`src/phash_pkg.sv`:
```
// shared types and constants for the polynomial string hash block
package phash_pkg;

  localparam int DATA_W = 32;
  localparam int BYTE_W = 8;
  localparam int CNT_W  = 5;
  localparam int IDX_W  = 1;

  localparam logic [DATA_W-1:0] BASE_RESET    = 32'd257;
  localparam logic [DATA_W-1:0] MODULUS_RESET = 32'd1761471161;

  // configuration register indexes
  localparam logic [IDX_W-1:0] REG_BASE    = 1'b0;
  localparam logic [IDX_W-1:0] REG_MODULUS = 1'b1;

  // controller states
  typedef enum logic [3:0] {
    ST_IDLE,
    ST_RH_LOAD,
    ST_RH_STEP,
    ST_RH_WB,
    ST_RC_LOAD,
    ST_RC_STEP,
    ST_RC_WB,
    ST_MB_LOAD,
    ST_MB_STEP,
    ST_ADD,
    ST_MC_LOAD,
    ST_MC_STEP,
    ST_MC_WB,
    ST_EMIT
  } state_t;

  // datapath operations
  typedef enum logic [3:0] {
    DP_NOP,
    DP_TAKE,
    DP_LOAD_RH,
    DP_LOAD_RC,
    DP_LOAD_MB,
    DP_LOAD_MC,
    DP_STEP_ONE,
    DP_STEP_COEF,
    DP_ADD_HASH,
    DP_WB_HASH,
    DP_WB_COEF,
    DP_EMIT
  } dp_op_t;

  typedef struct packed {
    dp_op_t op;
  } dp_cmd_t;

  typedef struct packed {
    logic fresh;      // hash and coefficient reduced under current modulus
    logic key_zero;   // byte on the input channel is the terminator
    logic byte_zero;  // captured byte is the terminator
    logic step_done;  // last step of a serial pass
  } dp_status_t;

endpackage

```
`src/phash_key_if.sv`:
```
// key byte channel
interface phash_key_if;
  logic                          valid;
  logic                          ready;
  logic [phash_pkg::BYTE_W-1:0]  key_byte;

  modport source (output valid, output key_byte, input ready);
  modport sink (input valid, input key_byte, output ready);
endinterface

```
`src/phash_hash_if.sv`:
```
// finished hash channel
interface phash_hash_if;
  logic                          valid;
  logic                          ready;
  logic [phash_pkg::DATA_W-1:0]  hash_value;

  modport source (output valid, output hash_value, input ready);
  modport sink (input valid, input hash_value, output ready);
endinterface

```
`src/phash_dp.sv`:
```
// datapath: config registers, hash state and the serial modular multiply unit
module phash_dp (
  input  logic                          clk,
  input  logic                          rst,
  input  phash_pkg::dp_cmd_t            cmd,
  output phash_pkg::dp_status_t         status,
  input  logic                          wr_en,
  input  logic [phash_pkg::IDX_W-1:0]   wr_index,
  input  logic [phash_pkg::DATA_W-1:0]  wr_data,
  input  logic [phash_pkg::BYTE_W-1:0]  key_byte,
  output logic [phash_pkg::DATA_W-1:0]  hash_value
);

  logic [phash_pkg::DATA_W-1:0] base;
  logic [phash_pkg::DATA_W-1:0] modulus;
  logic [phash_pkg::DATA_W-1:0] hash_acc;
  logic [phash_pkg::DATA_W-1:0] coefficient;
  logic [phash_pkg::DATA_W-1:0] mod_used;
  logic                         norm;
  logic [phash_pkg::BYTE_W-1:0] byte_q;
  logic [phash_pkg::DATA_W-1:0] r;
  logic [phash_pkg::DATA_W-1:0] sh;
  logic [phash_pkg::CNT_W-1:0]  cnt;

  logic [phash_pkg::DATA_W:0]   m_ext;
  logic                         dbl;
  logic [phash_pkg::DATA_W-1:0] addend;
  logic [phash_pkg::DATA_W+1:0] s0;
  logic [phash_pkg::DATA_W+2:0] d1;
  logic [phash_pkg::DATA_W+2:0] d2;
  logic [phash_pkg::DATA_W-1:0] res;

  // modulus zero acts as 2^32
  assign m_ext = (modulus == '0) ? {1'b1, {phash_pkg::DATA_W{1'b0}}} : {1'b0, modulus};

  // step operand selection
  always_comb begin
    dbl    = 1'b1;
    addend = '0;
    case (cmd.op)
      phash_pkg::DP_STEP_ONE: begin
        addend = sh[phash_pkg::DATA_W-1] ? phash_pkg::DATA_W'(1) : '0;
      end
      phash_pkg::DP_STEP_COEF: begin
        addend = sh[phash_pkg::DATA_W-1] ? coefficient : '0;
      end
      phash_pkg::DP_ADD_HASH: begin
        dbl    = 1'b0;
        addend = hash_acc;
      end
      default: begin
        dbl    = 1'b1;
        addend = '0;
      end
    endcase
  end

  // one step: (2r or r) + addend, below 3m, then pick the in-range candidate
  always_comb begin
    s0 = (dbl ? {1'b0, r, 1'b0} : {2'b00, r}) + {2'b00, addend};
    d1 = {1'b0, s0} - {2'b00, m_ext};
    d2 = {1'b0, s0} - {1'b0, m_ext, 1'b0};
    if (!d2[phash_pkg::DATA_W+2]) begin
      res = d2[phash_pkg::DATA_W-1:0];
    end else if (!d1[phash_pkg::DATA_W+2]) begin
      res = d1[phash_pkg::DATA_W-1:0];
    end else begin
      res = s0[phash_pkg::DATA_W-1:0];
    end
  end

  assign status.fresh     = norm && (mod_used == modulus);
  assign status.key_zero  = (key_byte == '0);
  assign status.byte_zero = (byte_q == '0);
  assign status.step_done = (cnt == '0);

  // configuration registers
  always_ff @(posedge clk) begin
    if (rst) begin
      base    <= phash_pkg::BASE_RESET;
      modulus <= phash_pkg::MODULUS_RESET;
    end else if (wr_en) begin
      case (wr_index)
        phash_pkg::REG_BASE:    base    <= wr_data;
        phash_pkg::REG_MODULUS: modulus <= wr_data;
        default: ;
      endcase
    end
  end

  // hash state
  always_ff @(posedge clk) begin
    if (rst) begin
      hash_acc    <= '0;
      coefficient <= phash_pkg::DATA_W'(1);
      mod_used    <= phash_pkg::MODULUS_RESET;
      norm        <= 1'b1;
    end else begin
      case (cmd.op)
        phash_pkg::DP_ADD_HASH: hash_acc <= res;
        phash_pkg::DP_WB_HASH:  hash_acc <= r;
        phash_pkg::DP_WB_COEF: begin
          coefficient <= r;
          mod_used    <= modulus;
          norm        <= 1'b1;
        end
        phash_pkg::DP_EMIT: begin
          hash_acc    <= '0;
          coefficient <= phash_pkg::DATA_W'(1);
          mod_used    <= modulus;
          norm        <= (modulus != phash_pkg::DATA_W'(1));
        end
        default: ;
      endcase
    end
  end

  // serial unit registers and output beat
  always_ff @(posedge clk) begin
    case (cmd.op)
      phash_pkg::DP_TAKE: byte_q <= key_byte;
      phash_pkg::DP_LOAD_RH: begin
        r   <= '0;
        sh  <= hash_acc;
        cnt <= phash_pkg::CNT_W'(phash_pkg::DATA_W - 1);
      end
      phash_pkg::DP_LOAD_RC: begin
        r   <= '0;
        sh  <= coefficient;
        cnt <= phash_pkg::CNT_W'(phash_pkg::DATA_W - 1);
      end
      phash_pkg::DP_LOAD_MB: begin
        r   <= '0;
        sh  <= {byte_q, {(phash_pkg::DATA_W - phash_pkg::BYTE_W){1'b0}}};
        cnt <= phash_pkg::CNT_W'(phash_pkg::BYTE_W - 1);
      end
      phash_pkg::DP_LOAD_MC: begin
        r   <= '0;
        sh  <= base;
        cnt <= phash_pkg::CNT_W'(phash_pkg::DATA_W - 1);
      end
      phash_pkg::DP_STEP_ONE, phash_pkg::DP_STEP_COEF: begin
        r   <= res;
        sh  <= {sh[phash_pkg::DATA_W-2:0], 1'b0};
        cnt <= cnt - phash_pkg::CNT_W'(1);
      end
      phash_pkg::DP_EMIT: hash_value <= hash_acc;
      default: ;
    endcase
  end

endmodule

```
`src/phash_ctrl.sv`:
```
// controller: sequences reduction and multiply passes, owns the handshakes
module phash_ctrl (
  input  logic                   clk,
  input  logic                   rst,
  input  logic                   key_valid,
  output logic                   key_ready,
  output logic                   out_valid,
  input  logic                   out_ready,
  input  phash_pkg::dp_status_t  status,
  output phash_pkg::dp_cmd_t     cmd
);

  phash_pkg::state_t state;
  phash_pkg::state_t state_next;
  logic              slot_free;

  assign slot_free = !out_valid || out_ready;
  assign key_ready = (state == phash_pkg::ST_IDLE);

  // next state
  always_comb begin
    state_next = state;
    case (state)
      phash_pkg::ST_IDLE: begin
        if (key_valid) begin
          if (!status.fresh) begin
            state_next = phash_pkg::ST_RH_LOAD;
          end else if (status.key_zero) begin
            state_next = phash_pkg::ST_EMIT;
          end else begin
            state_next = phash_pkg::ST_MB_LOAD;
          end
        end
      end
      phash_pkg::ST_RH_LOAD: state_next = phash_pkg::ST_RH_STEP;
      phash_pkg::ST_RH_STEP: begin
        if (status.step_done) state_next = phash_pkg::ST_RH_WB;
      end
      phash_pkg::ST_RH_WB: begin
        state_next = status.byte_zero ? phash_pkg::ST_EMIT : phash_pkg::ST_RC_LOAD;
      end
      phash_pkg::ST_RC_LOAD: state_next = phash_pkg::ST_RC_STEP;
      phash_pkg::ST_RC_STEP: begin
        if (status.step_done) state_next = phash_pkg::ST_RC_WB;
      end
      phash_pkg::ST_RC_WB:   state_next = phash_pkg::ST_MB_LOAD;
      phash_pkg::ST_MB_LOAD: state_next = phash_pkg::ST_MB_STEP;
      phash_pkg::ST_MB_STEP: begin
        if (status.step_done) state_next = phash_pkg::ST_ADD;
      end
      phash_pkg::ST_ADD:     state_next = phash_pkg::ST_MC_LOAD;
      phash_pkg::ST_MC_LOAD: state_next = phash_pkg::ST_MC_STEP;
      phash_pkg::ST_MC_STEP: begin
        if (status.step_done) state_next = phash_pkg::ST_MC_WB;
      end
      phash_pkg::ST_MC_WB:   state_next = phash_pkg::ST_IDLE;
      phash_pkg::ST_EMIT: begin
        if (slot_free) state_next = phash_pkg::ST_IDLE;
      end
      default: state_next = phash_pkg::ST_IDLE;
    endcase
  end

  // datapath commands
  always_comb begin
    cmd.op = phash_pkg::DP_NOP;
    case (state)
      phash_pkg::ST_IDLE:    cmd.op = key_valid ? phash_pkg::DP_TAKE : phash_pkg::DP_NOP;
      phash_pkg::ST_RH_LOAD: cmd.op = phash_pkg::DP_LOAD_RH;
      phash_pkg::ST_RH_STEP: cmd.op = phash_pkg::DP_STEP_ONE;
      phash_pkg::ST_RH_WB:   cmd.op = phash_pkg::DP_WB_HASH;
      phash_pkg::ST_RC_LOAD: cmd.op = phash_pkg::DP_LOAD_RC;
      phash_pkg::ST_RC_STEP: cmd.op = phash_pkg::DP_STEP_ONE;
      phash_pkg::ST_RC_WB:   cmd.op = phash_pkg::DP_WB_COEF;
      phash_pkg::ST_MB_LOAD: cmd.op = phash_pkg::DP_LOAD_MB;
      phash_pkg::ST_MB_STEP: cmd.op = phash_pkg::DP_STEP_COEF;
      phash_pkg::ST_ADD:     cmd.op = phash_pkg::DP_ADD_HASH;
      phash_pkg::ST_MC_LOAD: cmd.op = phash_pkg::DP_LOAD_MC;
      phash_pkg::ST_MC_STEP: cmd.op = phash_pkg::DP_STEP_COEF;
      phash_pkg::ST_MC_WB:   cmd.op = phash_pkg::DP_WB_COEF;
      phash_pkg::ST_EMIT:    cmd.op = slot_free ? phash_pkg::DP_EMIT : phash_pkg::DP_NOP;
      default:               cmd.op = phash_pkg::DP_NOP;
    endcase
  end

  // state and output beat valid
  always_ff @(posedge clk) begin
    if (rst) begin
      state     <= phash_pkg::ST_IDLE;
      out_valid <= 1'b0;
    end else begin
      state <= state_next;
      if (cmd.op == phash_pkg::DP_EMIT) begin
        out_valid <= 1'b1;
      end else if (out_ready) begin
        out_valid <= 1'b0;
      end
    end
  end

endmodule

```
`src/polynomial_string_hash.sv`:
```
// top level of the polynomial string hash block
//
//   channel   dir  payload            notes
//   keys      in   key_byte   [7:0]   zero byte ends the key
//   hashes    out  hash_value [31:0]  one beat per zero byte
//   wr_*      in   index 0 base, 1 modulus
//
// a nonzero byte runs from accept to the earliest next accept through the
// accept cycle, an 8-step byte*coefficient pass and a 32-step coefficient*base
// pass on the shared shift/subtract modular unit, one step per cycle, plus two
// loads, the add and the coefficient write-back; a zero byte goes straight to
// the emit; after a modulus change the first byte first re-reduces the hash
// (zero byte) or the hash and the coefficient (nonzero)
// reset is synchronous; the finished hash sits in an output register, so a
// stalled hashes beat holds only a zero byte that arrives behind it
module polynomial_string_hash (
  input  logic                          clk,
  input  logic                          rst,
  phash_key_if.sink                     keys,
  phash_hash_if.source                  hashes,
  input  logic                          wr_en,
  input  logic [phash_pkg::IDX_W-1:0]   wr_index,
  input  logic [phash_pkg::DATA_W-1:0]  wr_data
);

  phash_pkg::dp_cmd_t    cmd;
  phash_pkg::dp_status_t status;

  // sequencing
  phash_ctrl u_ctrl (
    .clk       (clk),
    .rst       (rst),
    .key_valid (keys.valid),
    .key_ready (keys.ready),
    .out_valid (hashes.valid),
    .out_ready (hashes.ready),
    .status    (status),
    .cmd       (cmd)
  );

  // arithmetic and state
  phash_dp u_dp (
    .clk        (clk),
    .rst        (rst),
    .cmd        (cmd),
    .status     (status),
    .wr_en      (wr_en),
    .wr_index   (wr_index),
    .wr_data    (wr_data),
    .key_byte   (keys.key_byte),
    .hash_value (hashes.hash_value)
  );

  // one byte in flight at a time
  assert property (@(posedge clk) disable iff (rst)
    (keys.valid && keys.ready) |=> !keys.ready)
    else $error("key accepted while previous byte in progress");

  // a new output beat only comes from an emit
  assert property (@(posedge clk) disable iff (rst)
    $rose(hashes.valid) |-> $past(cmd.op == phash_pkg::DP_EMIT))
    else $error("output beat without emit");

  // emit never overwrites a beat still waiting
  assert property (@(posedge clk) disable iff (rst)
    (cmd.op == phash_pkg::DP_EMIT) |-> (!hashes.valid || hashes.ready))
    else $error("emit over a pending output beat");

endmodule

```
`src/flat_wrapper.sv`:
```
// flat-port wrapper written by rule: the top's interface ports become plain ports
module polynomial_string_hash_flat 
  (clk, rst, wr_en, wr_index, wr_data, keys_valid, keys_key_byte, keys_ready, hashes_valid, hashes_hash_value, hashes_ready);
  phash_key_if keys_i ();
  phash_hash_if hashes_i ();
  input  logic clk;
  input  logic rst;
  input  logic wr_en;
  input  logic [phash_pkg::IDX_W-1:0] wr_index;
  input  logic [phash_pkg::DATA_W-1:0] wr_data;
  input wire logic [$bits(keys_i.valid)-1:0] keys_valid;
  input wire logic [$bits(keys_i.key_byte)-1:0] keys_key_byte;
  output wire logic [$bits(keys_i.ready)-1:0] keys_ready;
  output wire logic [$bits(hashes_i.valid)-1:0] hashes_valid;
  output wire logic [$bits(hashes_i.hash_value)-1:0] hashes_hash_value;
  input wire logic [$bits(hashes_i.ready)-1:0] hashes_ready;
  assign keys_i.valid = keys_valid;
  assign keys_i.key_byte = keys_key_byte;
  assign keys_ready = keys_i.ready;
  assign hashes_valid = hashes_i.valid;
  assign hashes_hash_value = hashes_i.hash_value;
  assign hashes_i.ready = hashes_ready;
  polynomial_string_hash u_core (.clk(clk), .rst(rst), .keys(keys_i), .hashes(hashes_i), .wr_en(wr_en), .wr_index(wr_index), .wr_data(wr_data));
endmodule
```
`config.mk`:
```
export PLATFORM = sky130hd
export DESIGN_NAME = polynomial_string_hash_flat
export DESIGN_NICKNAME = d
export VERILOG_FILES = /design/src/phash_pkg.sv /design/src/phash_key_if.sv /design/src/phash_hash_if.sv /design/src/phash_dp.sv /design/src/phash_ctrl.sv /design/src/polynomial_string_hash.sv /design/src/flat_wrapper.sv
export SDC_FILE = /design/constraint.sdc
export NUM_CORES = 1
export LEC_CHECK = 0
export BUFFER_PORTS_ARGS = -buffer_cell sky130_fd_sc_hd__buf_2
export CELL_PAD_IN_SITES_DETAIL_PLACEMENT = 1
export CELL_PAD_IN_SITES_GLOBAL_PLACEMENT = 1
export CORE_AREA = 2 2 187 189
export CTS_BUF_LIST = sky130_fd_sc_hd__clkbuf_16
export DETAILED_ROUTE_END_ITERATION = 12
export DIE_AREA = 0 0 189 191
export HOLD_SLACK_MARGIN = 0.03
export PLACE_DENSITY = 0.95
export SLEW_MARGIN = 20
export SYNTH_ARGS = -nofsm -noshare
export SYNTH_HDL_FRONTEND = slang
export SYNTH_SLANG_ARGS = --single-unit
```
`constraint.sdc`:
```
create_clock -name clk -period 20.9 [get_ports clk]
set_input_delay 4.18 -clock clk [delete_from_list [all_inputs] [get_ports clk]]
set_output_delay 4.18 -clock clk [all_outputs]
set_load 0.005 [all_outputs]
```
======== After elaboration in Yosys (flattened, before gate mapping) ========
Cells that the tools add are included.
storage, ports and cells
  register bits ........................... 275
  input bits .............................. 46
  output and inout port bits .............. 34
  logic and storage cells ................. 102
cells by class
  $add $sub $neg .......................... 4
  equality and inequality tests ........... 32
  mux-type cells .......................... 28
  bitwise logic cells ..................... 1
  reduce and logical (&&, ||, !) cells .... 24
operator list
  cell                                            number
  one-hot mux 32 bit (3 select lines)             2
  one-hot mux 32 bit (5 select lines)             1
  one-hot mux 32 bit (2 select lines)             2
  two-way mux 32 bit                              3
  two-way mux 33 bit                              2
  one-hot mux 4 bit (13 select lines)             1
  one-hot mux 4 bit (11 select lines)             1
  == test 4 bit, second input constant            10
  two-way mux 4 bit                               10
  subtractor 34 x 33 -> 35 bit                    1
  subtractor 34 x 34 -> 35 bit                    1
  adder 33 x 32 -> 34 bit                         1
  == test 32 bit                                  1
  == test 4 x 3 -> 1 bit, second input constant   8
  logical NOT 32 bit                              1
  != test 32 x 1 -> 1 bit, second input constant  1
  == test 4 x 2 -> 1 bit, second input constant   4
  logical NOT 8 bit                               2
  one-hot mux 5 bit (3 select lines)              1
  OR reduction 2 bit                              5
  == test 4 x 1 -> 1 bit, second input constant   2
  != test 2 x 1 -> 1 bit, second input constant   4
  AND reduction 6 bit                             1
  nonzero test 2 bit                              3
  other kinds (15)                                21

======== Depth between registers and ports, before layout ========
Gate-level depths: netlist of run 1.
  depth after elaboration ................. 11
  depth in mapped cells ................... 36
  mapped depth without buffers ............ 30

======== By module ========
A second synthesis of run 1 with hierarchy kept.
second synthesis, totals
  cells, all modules ...................... 2094
  area total of the unflattened synthesis .. 17460.5 um^2
modules (own cells, without submodules)
  module      times used  cells an instance  area each (um^2)  sequential area each (um^2)
  phash_dp    1           2028               16951.3           6496.2
  phash_ctrl  1           66                 509.2             100.1

======== Worst setup path before layout of run 1 ========
No wires, ideal clock.
  kind .................................... input to register
  from .................................... input port hashes_ready
  to ...................................... register u_core.u_dp.hash_acc[12] in the netlist's numbering
  setup time .............................. 0.137 ns
  arrival ................................. 10.486 ns
  required time ........................... 20.763 ns
  setup slack ............................. 10.278 ns
  cell stages on the path ................. 26
  buffers on the path ..................... 1
  path through ............................ nor2b_1 > o22ai_1 > a221oi_1 > nor2_1 > clkbuf_1 > a22o_1 > fa_1 > a211oi_1 > o21bai_1 > o211a_1 > a21o_1 > a21boi_0 > xnor2_1 > ha_1 > a21o_1 > a31o_2 > a21oi_1 > o21a_1 > and4b_1 > o31ai_2 > a21oi_1 > a211oi_4 > mux2_2 > mux2_4 > a221oi_2 > nor3_1
on the way
  cells in the longest elaborated chain, start to end .. 10
  elaborated cells between the ends (all ways) .. 17
  classes of those cells .................. add/sub (3); eq/ne (5); mux (7); reduce/logical (2)
ends and longest elaborated chain
  element                                                                           line                            source
  from (decl)                                                                       flat_wrapper.sv:16              input wire logic [$bits(hashes_i.ready)-1:0] hashes_ready;
  logical OR 1 bit *                                                                phash_ctrl.sv:17                assign slot_free = !out_valid || out_ready;
  two-way mux 4 bit *                                                               phash_ctrl.sv:81                phash_pkg::ST_EMIT: cmd.op = slot_free ? phash_pkg::DP_EMIT : phash_pkg::DP_NOP;
  one-hot mux 4 bit (11 select lines) *                                             phash_ctrl.sv:67                case (state)
  == test 4 bit / == test 4 x 3 -> 1 bit (equally long branches)                    phash_dp.sv:40, phash_dp.sv:99
  one-hot mux 32 bit (3 select lines) / two-way mux 33 bit (equally long branches)  phash_dp.sv:40, phash_dp.sv:60
  adder 33 x 32 -> 34 bit                                                           phash_dp.sv:60                  s0 = (dbl ? {1'b0, r, 1'b0} : {2'b00, r}) + {2'b00, addend};
  subtractor 34 x 33 -> 35 bit                                                      phash_dp.sv:61                  d1 = {1'b0, s0} - {2'b00, m_ext};
  two-way mux 32 bit                                                                phash_dp.sv:65                  end else if (!d1[phash_pkg::DATA_W+2]) begin
  two-way mux 32 bit                                                                phash_dp.sv:63                  if (!d2[phash_pkg::DATA_W+2]) begin
  one-hot mux 32 bit (3 select lines)                                               phash_dp.sv:99                  case (cmd.op)
  to (signal assigned)                                                              phash_dp.sv:100                 phash_pkg::DP_ADD_HASH: hash_acc <= res;
  to (signal assigned)                                                              phash_dp.sv:101                 phash_pkg::DP_WB_HASH: hash_acc <= r;
  to (decl)                                                                         phash_dp.sv:16                  logic [phash_pkg::DATA_W-1:0] hash_acc;
Mark *: on every way between the ends. The rest lies on a longest branch, timed or not.
A chain may end at the register's enable or synchronous reset.

======== Final worst setup path of run 1 ========
  from .................................... input port hashes_ready
  to ...................................... register u_core.u_dp.hash_acc[19] in the netlist's numbering
Same word-level chain as after synthesis.

==> results.md, run 1 <==
- Status: completed
- Die height: 191 microns
- Hold path depth: 2
- Crit share post-route: 59.9%
- Mapped Cells: 1996
- Fin cells: 2491
- EDFF count, synth: 109
- Crit path largest cell delay: 0.70 ns
- Number of DRC markers in iteration 0: 2116
- Slowest cell on the critical path: o21ai_0
- Area Growth Syn to Fin: 9.19%
- DRC viols: 0
- WL final: 68.8 mm
- Post-synth top area cell: dfxtp_1
- CTS max path bufs: 3
- First-pass GRT wire length: 103 mm
- I/O Buffers: 79
- Worst R2R End: u_core.u_dp.hash_acc[19]$_SDFFE_PP0P_
- Arr. time, crit path: 12.91 ns
- Crit path from: hashes_ready
- Slew @ Worst Pin: 1.12 ns
- Rel. slew slack: 25.1%
- Share of layout cells above drive strength 1: 10.8%
- Max VDD drop: 77.5 uV
- Crit path to: u_core.u_dp.hash_acc[19]$_SDFFE_PP0P_
- Vias: 17139
- Ports: 80
- Average wire per standard cell: 27.6 microns
- Initial antenna violation count: 1
- Fin. Hold Viols: 0
- CTS tree: built
- Die ar.: 36100 sq um
- Synth top area share: 18.9%
- Total GRT Usage: 37.4%
- Vias in the first global route: 17625
- Reg2reg path depth: 30
- Detail Route Antenna Nets: 0
- Reg-to-reg slack, setup: 10.93 ns
- Synth async-reset ratio: 0%
- Post-Syn Area: 17500 sq um
- Via density: 6.88
- Core Region: 34100 sq um
- Die width: 189 microns
- FF+latch count, synth: 275
- Setup Buffers After CTS: 0
- Hold Path Class: reg2reg
- Skew-Pair Late Insertion Delay: 0.60 ns
- Fin crit period: 12.52 ns
- Design area: 19200 sq um
- CTS H-tree lvls: 1
- Rows: 68
- Fin Setup TNS: 0 ns
- CTS Root Cell: clkbuf_16
- Mapped Nets: 2142
- Sequential area share after synthesis: 37.6%
- Max cap viols: 0
- Final Max Tran Viols: 0
- Most common cell in the netlist: nand2_1
- Most frequent cells after synthesis: 322 x nand2_1, 202 x a21oi_1, 166 x dfxtp_1
- CTS resizes: 0
- Fillers: 3985
- Fmax: 79.9 MHz
- Syn avg cell area: 8.79 sq um
- Commonest register cell after synthesis: dfxtp_1
- PnR worst setup slack: 8.38 ns
- GPL Wtd Cong: 0.932
- CTS Hold Buffers Added: 0
- Yosys warning count: 0
- Pleak: 7.87 nW
- RSZ-0062 raised after global routing: no
- Cell variety after synth: 90
- Crit path max fanout: 35
- Worst-path clk slew: 0.06 ns
- Power density cells: 130 nW/um^2
- Worst reg2reg startpoint: u_core.u_ctrl.state[0]$_SDFFE_PP0P_
- Cells after DPL: 2436
- Largest net degree at the start of global routing: 88
- Setup CP Type: in2reg
- Crit. End Element: register
- Req. time, crit path: 21.29 ns
- Synth top area cells: dfxtp_1 19%, edfxtp_1 19%, ha_1 6.9%
- Clock skew: 0.0420 ns
- GRT overflow: 0
- Ant diodes: 0
- Initial Util: 51.4%
- CTS sink count: 275
- CTS buffer count: 29
- DP HPWL: 47.8 mm
- Pre-CTS setup slack: 8.41 ns
- Final setup fails: 0
- CP Launch Type: input pin
- DP Area: 18200 sq um
- Drt pass-1 iters: 7
- Nets@finish: 2159
## power breakdown
group | switching [W] | leakage [nW] | internal (W) | total (W)
clock | 0.000232 | 0.456 | 0.000277 | 0.000509
sequential | 0.0000987 | 2.40 | 0.000674 | 0.000773
combinational | 0.000777 | 5.01 | 0.000435 | 0.00121
## cells by family (layout without fill, tap and decap cells)
| group | after synthesis | in the layout | share of synthesized area (%) |
|---|---|---|---|
| XOR/XNOR | 116 | 116 | 5.91 |
| multiplexers | 82 | 82 | 5.04 |
| adder cells (fa/ha/maj) | 103 | 103 | 7.43 |
| AO/OA/AOI/OAI | 541 | 541 | 21.1 |
| buffers and inverters | 179 | 219 | 4.22 |
| AND/OR/NAND/NOR | 700 | 700 | 18.7 |
| flip-flops | 275 | 275 | 37.6 |
## worst max-delay path: cells and delay by family
kind | cells | cell delay, ns
xor+xnor | 1 | 0.26
fa+ha+maj | 2 | 0.79
simple gates | 6 | 1.15
buf+inv | 4 | 1.32
compound gates | 15 | 4.54
mux | 2 | 0.64
## worst min-delay path by stage
stage / startpoint / to / slack [ns]
3_3_place_gp: u_core.u_dp.base[1]$_SDFFE_PP0P_ / u_core.u_dp.base[1]$_SDFFE_PP0P_ / 0.45
3_5_place_dp: u_core.u_dp.mod_used[31]$_SDFFE_PP0P_ / u_core.u_dp.mod_used[31]$_SDFFE_PP0P_ / 0.46
5_1_grt: u_core.u_dp.base[1]$_SDFFE_PP0P_ / u_core.u_dp.base[1]$_SDFFE_PP0P_ / 0.49
6_report: u_core.u_dp.mod_used[31]$_SDFFE_PP0P_ / u_core.u_dp.mod_used[31]$_SDFFE_PP0P_ / 0.47
2_1_floorplan: u_core.u_dp.base[10]$_SDFFE_PP0P_ / u_core.u_dp.base[10]$_SDFFE_PP0P_ / 0.44
4_1_cts: u_core.u_dp.mod_used[31]$_SDFFE_PP0P_ / u_core.u_dp.mod_used[31]$_SDFFE_PP0P_ / 0.47
## flip-flops by register name, summed over array words and instances (netlist names)
name	cells
u_core.u_dp.r	32
u_core.u_dp.sh	32
u_core.u_ctrl.out_valid	1
u_core.u_dp.norm	1
u_core.u_dp.hash_acc	32
u_core.u_dp.mod_used	32
u_core.u_dp.byte_q	8
u_core.u_dp.coefficient	32
u_core.u_dp.hash_value	32
u_core.u_dp.modulus	32
u_core.u_dp.cnt	5
u_core.u_dp.base	32
u_core.u_ctrl.state	4
## through the flow
stage | utilization (%) | power, W | hold WS, ns
3_5_place_dp | 53.4 | 0.00193 | 0.462
6_report | 56.1 | 0.00249 | 0.467
4_1_cts | 56.1 | 0.00245 | 0.470
3_3_place_gp | 53.4 | 0.00186 | 0.449
2_1_floorplan | - | 0.00158 | 0.436
5_1_grt | 56.1 | 0.00259 | 0.489
## layer usage
metal,GRT usage (%),vias to the layer above,wire [microns]
met5,0,-,0
met4,24.8,0,5320
met3,8.00,366,6130
met2,63.1,1061,32400
met1,42.9,8368,25000
li1,-,7344,-
## cell usage in the layout, fill, tap and decap left out, types with 17 or more instances in the layout
master     instances
dfxtp_1          166
a31oi_1           18
a22o_1            31
inv_1             74
and3_1            17
buf_4             17
a21oi_1          200
xor2_1            62
nand3_1           53
and2_1            27
nand2_1          320
nand3b_1          24
nor2_1           116
a222oi_1          32
o21a_1            17
buf_2             78
mux2i_1           40
ha_1              97
a211o_1           25
clkbuf_16         29
o21ai_0           52
xnor2_1           52
a21o_1            39
nor3_1            35
mux2_2            39
edfxtp_1         109
nor4_1            22
## final cells by class
type	instances	area, sq um	share of cell area (%)
clock buffers	29	726	3.79
clock inverters	25	171	0.895
inverters	69	259	1.35
multi-input cells	1542	10300	53.8
flip-flops and latches	275	6600	34.4
well taps	455	569	2.97
repair buffers	96	533	2.78
(Power assumes the default switching activity.)
==> inputs of run 2 (changes only) <==
- CORE_AREA: 2 2 187 189 -> 2 2 203 205
- DIE_AREA: 0 0 189 191 -> 0 0 205 207
- PLACE_DENSITY: 0.95 -> 0.88
- clock period: 20.9 -> 11.5 ns (I/O delays scaled with it)
==> results.md, run 2 (synthesized netlist as in run 1, its figures left out) <==
- Met2 Track Usage GR: 49.0%
- Fin Setup TNS: 0 ns
- Max VDD drop: 132 uV
- Hold wc startpoint: u_core.u_dp.mod_used[8]$_SDFFE_PP0P_
- Vias in the first global route: 17017
- CTS sink count: 275
- Req. time, crit path: 11.92 ns
- I/O Buffers: 79
- Reg-to-reg slack, setup: 2.68 ns
- CTS resizes: 0
- Vias: 16393
- Share of layout cells above drive strength 1: 11.0%
- Initial antenna violation count: 2
- Die width: 205 microns
- Rows: 74
- Reg2reg path depth: 23
- Skew-Pair Late Insertion Delay: 0.59 ns
- RSZ-0062 raised after global routing: no
- CTS max path bufs: 3
- Psw: 0.00196 W
- Total GRT Usage: 29.3%
- DRC viols: 0
- Commonest non-fill, non-tap cell in the layout: nand2_1
- Slew @ Worst Pin: 1.10 ns
- Share of total power in the clock network: 21.3%
- Worst reg2reg startpoint: u_core.u_ctrl.state[0]$_SDFFE_PP0P_
- GRT met3 Usage: 4.89%
- Crit. End Element: register
- Number of DRC markers in iteration 0: 1659
- Die ar.: 42400 sq um
- Final Util: 47.9%
- Nets@finish: 2161
- Fin. Hold Viols: 0
- Crit share post-route: 83.3%
- Final setup fails: 0
- Routing usage on met1: 36.6%
- WHS Endpoint: u_core.u_dp.mod_used[8]$_SDFFE_PP0P_
- CTS Hold Buffers Added: 0
- Pleak: 7.89 nW
- DP HPWL: 46.2 mm
- GPL Wtd Cong: 0.965
- Reg power frac: 30.7%
- Power density cells: 234 nW/um^2
- Average wire per standard cell: 24.8 microns
- Clock skew: 0.0184 ns
- Setup Buffers After CTS: 0
- First-pass GRT wire length: 97.1 mm
- Rel. slew slack: 26.7%
- CTS Root Cell: clkbuf_16
- Area Growth Syn to Fin: 10.3%
- Most frequent cells in the layout: 322 x nand2_1, 200 x a21oi_1, 166 x dfxtp_1
- CTS tree: built
- Drt pass-1 iters: 8
- Fin crit period: 9.58 ns
- Max cap viols: 0
- Worst-path clk slew: 0.07 ns
- GRT busiest layer: met2
- Ant diodes: 0
- Ports: 80
- Total internal power: 0.00258 W
- GRT overflow: 0
- Hold path depth: 2
- Via density: 6.38
- Switching share of total power: 43.1%
- Detail Route Antenna Nets: 0
- Crit path max fanout: 31
- Final Max Tran Viols: 0
- Arr. time, crit path: 10.00 ns
- CP Launch Type: input pin
- CTS H-tree lvls: 1
- WL final: 63.7 mm
- Pwr Total: 0.00453 W
- Combinational share of power: 48.0%
- Setup CP Type: in2reg
- Worst R2R End: u_core.u_dp.hash_acc[12]$_SDFFE_PP0P_
- Fmax: 104 MHz
- Status: completed
- CTS buffer count: 29
- Core Region: 40400 sq um
- Initial Util: 43.4%
- Hold Path Class: reg2reg
- Die height: 207 microns
- Largest net degree at the start of global routing: 90
run 2: cell count changes in the layout (fill, tap and decap cells not counted), sizes merged:
cell / previous run / this run
inv: 78 / 73
bufinv: 2 / 4
buf: 96 / 98
clkinvlp: 2 / 3
clkinv: 12 / 14
run 2: worst max path at each step:
stage                            start                                     to  slack, ns  cells after the start
final                     hashes_ready  u_core.u_dp.hash_acc[12]$_SDFFE_PP0P_       1.92                     26
after CTS                 hashes_ready  u_core.u_dp.hash_acc[15]$_SDFFE_PP0P_       1.85                     26
after global routing      hashes_ready  u_core.u_dp.hash_acc[12]$_SDFFE_PP0P_       1.53                     29
after global placement    hashes_ready  u_core.u_dp.hash_acc[15]$_SDFFE_PP0P_       1.73                     28
after floorplan           hashes_ready  u_core.u_dp.hash_acc[12]$_SDFFE_PP0P_       2.76                     26
after detailed placement  hashes_ready   u_core.u_dp.hash_acc[1]$_SDFFE_PP0P_       1.41                     26
run 2: layer usage:
metal	vias to the layer above	part of all wire, %
met2	685	48
li1	7325	-
met1	8191	40
met5	-	0.017
met4	2	5.0
met3	190	7.7
run 2: final cells by class:
cell class | count | area [sq um]
clock buffer | 29 | 726
clock inverter | 25 | 231
fill | 4811 | 21000
inverter | 69 | 259
multi-input combinational | 1542 | 10300
sequential | 275 | 6600
tap | 532 | 666
timing repair buffer | 98 | 561
run 2: power groups by stage:
stage                     combinational, W  clock (W)  sequential [W]
after floorplan                    0.00156          0         0.00132
after global placement             0.00200          0         0.00139
after detailed placement           0.00209          0         0.00140
after CTS                          0.00212   0.000971         0.00138
after global routing               0.00233    0.00101         0.00140
final                              0.00218   0.000967         0.00139
run 2: worst max-delay path, cell delays in order:
cell       delay (ns)
buf_2            0.10
nor2b_1          0.36
o22ai_1          0.21
a221oi_4         0.36
nor2_2           0.06
buf_4            0.26
a22o_1           0.27
fa_1             0.50
a211oi_1         0.28
o21bai_1         0.17
o211a_1          0.28
a21o_1           0.24
a211oi_1         0.37
a21oi_1          0.17
a31oi_1          0.29
o21ba_2          0.19
xnor2_1          0.22
ha_1             0.36
inv_1            0.18
o21bai_1         0.10
a21o_1           0.20
a2111oi_1        0.90
a21o_1           0.89
mux2_4           0.37
a221oi_2         0.23
nor3_1           0.09
run 2: through the flow:
| step | cell area [sq um] | hold WS, ns | std cells | setup WS, ns |
|---|---|---|---|---|
| detailed placement | 18300 | 0.461 | 2515 | 1.41 |
| global placement | 18300 | 0.450 | 2515 | 1.73 |
| floorplan | 17500 | 0.436 | 1996 | 2.76 |
| global route | 19300 | 0.498 | 2570 | 1.53 |
| finish | 19300 | 0.471 | 2570 | 1.92 |
| CTS | 19300 | 0.473 | 2569 | 1.85 |
